**src/hdl/pra_ram.sv**
```systemverilog
`default_nettype none
module pra_ram #(
  parameter int unsigned WIDTH = 41,
  parameter int unsigned DEPTH = 64
) (
  input  wire logic                     clk,
  input  wire logic                     we,
  input  wire logic [$clog2(DEPTH)-1:0] waddr,
  input  wire logic [WIDTH-1:0]         wdata,
  input  wire logic [$clog2(DEPTH)-1:0] raddr,
  output logic      [WIDTH-1:0]         rdata
);

  logic [WIDTH-1:0] mem [DEPTH];

  always_ff @(posedge clk) begin
    if (we) begin
      mem[waddr] <= wdata;
    end
    rdata <= mem[raddr];
  end

endmodule
`default_nettype wire

```
**config.mk**
```make
export PLATFORM = sky130hd
export DESIGN_NAME = pra_ram
export DESIGN_NICKNAME = d
export VERILOG_FILES = /design/src/hdl/pra_ram.sv
export SDC_FILE = /design/constraint.sdc
export NUM_CORES = 2
export LEC_CHECK = 0
export ABC_CLOCK_PERIOD_IN_PS = 5160
export BUFFER_PORTS_ARGS = -buffer_cell sky130_fd_sc_hd__buf_2
export CAP_MARGIN = 20
export CORE_ASPECT_RATIO = 1.25
export CORE_MARGIN = 2
export CORE_UTILIZATION = 40
export CTS_BUF_LIST = sky130_fd_sc_hd__clkbuf_8
export CTS_CLUSTER_DIAMETER = 100
export DETAILED_ROUTE_END_ITERATION = 16
export HOLD_SLACK_MARGIN = 0.03
export SKIP_CTS_REPAIR_TIMING = 1
export SLEW_MARGIN = 25
export SYNTH_ARGS = -nofsm -noshare
export SYNTH_HDL_FRONTEND = slang
export SYNTH_SLANG_ARGS = --single-unit
```
**constraint.sdc**
```tcl
create_clock -name clk -period 5.16 [get_ports clk]
set_clock_uncertainty 0.15 [all_clocks]
set_input_delay 0.258 -clock clk [delete_from_list [all_inputs] [get_ports clk]]
set_output_delay 0.258 -clock clk [all_outputs]
set_load 0.02 [all_outputs]
```
==> flow_summary.toml <==
[status]
status = "complete, no violations"

[global_route]
grt_max_degree = 84
grt_pass1_vias = 49300
grt.busiest_layer = "met2"
use_met3 = 0.0317
overflow = 0
antenna_found_initial = 15
grtUsageTotal = 0.202
grt_pass1_wl_um = 368000
met2_usage = 0.348
grt_use_met1 = 0.267

[synth]
avgSynthCellArea_um2 = 23.7
syn_inst = 4226
synth_fp_nets = 4281
synth_seq_area_share = 0.795
synth-seq-cells = 2665
ys.flop_type = "edfxtp_1"
synth-edff-count = 2624
synth_warnings = 0
syn-cell-area_um2 = 100000
synthArstFlopShare = 0
yosys.cell_types.count = 37

[timing]
timing.slew.headroom = 0.258
hold_ws_ns = 0.0495
hold_violations = 0
fmax_ghz = 0.301
setup_viol = 0
grt_setup_unrepaired = "no"
layout_worst_path_cycle_share = 0.643
fin_crit_ns = 3.32
worst_slew_pin_slew_ns = 1.11
slew_viol_final = 0
tns_ns = 0

[critical_path]
crit_required_ns = 5.80
cp_data_arrival_time_ns = 3.96
cp-end-kind = "flip-flop"
path_class = "primary input to flip-flop"
cp-start-kind = "primary input"
cp_max_fo = 21

[clock_network]
clk_pin_slew_ns = 0.07
clock_latency_ns = 0.98
cts_tree = "done"
clockBufferDepth = 4
cts_max_level = 5
cts.sinks = 2665
numCtsBuffers = 382
cts-root-buf = "clkbuf_8"

[final_layout]
nFillCells = 20800
layout-drive-gt1-share = 0.294
post-route-util = 0.454
finish.net_count = 4747
layout.cells.most_common_list = "2624 x edfxtp_1, 654 x mux4_2, 401 x clkbuf_8"
syn_to_final_growth_pct = 13.0
layout_commonest_cell = "edfxtp_1"
finish.instance_area_um2 = 113000

[run]
drv_cap = 0

[place]
dp_hpwl_um = 146000
portBuffers = 95
placed_area_um2 = 106000
gp_congestion = 0.822

[floorplanning]
fp.dieArea_um2 = 254000
rows = 205
dieHeight_um = 563
core_region_area_um2 = 249000
ios = 96
initial_core_util = 0.402
die_w_um = 451

[routing]
drt-initial-drc-count = 5261
antenna_left = 0
drt_first_pass_iters = 5
route.vias.total = 48200
viasPerCell = 5.81
drt_wl_total_um = 259000
drt-wirelength-per-cell_um = 31.2
route.detailed.drc = 0

[pwr]
total_power_mw = 41.5
irDropWorstVdd_v = 0.000221
p_per_area_nw_per_um2 = 367
leakagePower_nw = 35.1

[min_path]
hold_path_class = "primary input to flip-flop"
state kept, by name (all words and copies together) (netlist names):
signal  cells
rdata      41
mem      2624
final timing paths:
path	startpoint	depth (start not counted)	to	slack, ns
hold / removal	waddr[5]	3	mem[49][22]$_DFFE_PP_	0.05
setup / recovery	raddr[3]	8	rdata[34]$_DFF_P_	1.84
setup reg to reg	mem[43][35]$_DFFE_PP_	5	rdata[35]$_DFF_P_	2.75
hold reg to reg	mem[50][39]$_DFFE_PP_	3	rdata[39]$_DFF_P_	0.71
cell type report:
| class | instances | area, um^2 | share of cell area |
|---|---|---|---|
| Multi-Input combinational cell | 1318 | 19700 | 0.174 |
| Antenna cell | 7 | 17.5 | 0.000155 |
| Sequential cell | 2665 | 79600 | 0.704 |
| Tap cell | 3312 | 4140 | 0.0366 |
| Clock buffer | 401 | 5520 | 0.0488 |
| Clock inverter | 275 | 1250 | 0.0110 |
| Timing Repair Buffer | 325 | 2880 | 0.0254 |
through the flow:
step           cells  setup slack (ns)
5_1_grt         8300              1.78
2_1_floorplan   4226             0.959
3_5_place_dp    7567              1.34
3_3_place_gp    7559              1.33
4_1_cts         8243              2.40
6_report        8303              1.84
cells in the mapped netlist, types with 8 or more instances:
cell type     n  area (um^2)
nand3_1      14         70.1
mux2i_1      44          440
o221ai_1     26          228
a211oi_1     11         82.6
buf_2        72          360
nor2_1      114          428
buf_1        18         67.6
a311oi_1     11         96.3
dfxtp_1      41          821
o22ai_1      93          582
a22o_1       70          613
nand2b_1      8         50.1
a221oi_1     71          622
nor3_1       18         90.1
buf_4        45          338
a21oi_1      67          335
edfxtp_1   2624        78800
a22oi_1      44          330
nand2_1      17         63.8
buf_6        21          236
clkbuf_1     86          323
nor2b_1      13         81.3
mux4_2      654        14700
o21ai_0      11         55.1
routing by layer:
metal,wire [um],up-vias,share of wire
met4,6300,10,0.024
li1,-,19300,-
met1,101000,26400,0.39
met5,64,-,0.00025
met2,134000,2085,0.52
met3,18700,375,0.072
worst max-delay path, cell delays in order:
cell and delay, ns:
dlygate4sd3_1 0.52, buf_2 0.70, buf_4 0.35, nor2b_1 0.86, a22oi_1 0.17, nand2_1 0.19, o21ai_0 0.25, nor3_1 0.56
cells by family (layout without fill, tap and decap cells):
logic type      Yosys count  in the layout  synth area share
compound gates          406            406            0.0296
other cells               0              7                 0
flops                  2665           2665             0.795
buf+inv                 243           1001            0.0134
simple gates            209            209           0.00957
mux                     703            703             0.152
power breakdown:
group	leakage, nW	internal (mW)	switching, mW	total (mW)
Clock	3.92	7.37	7.81	15.2
Combinational	7.25	0.792	1.42	2.21
Sequential	24.0	24.0	0.0992	24.1
(Power assumes the default switching activity.)
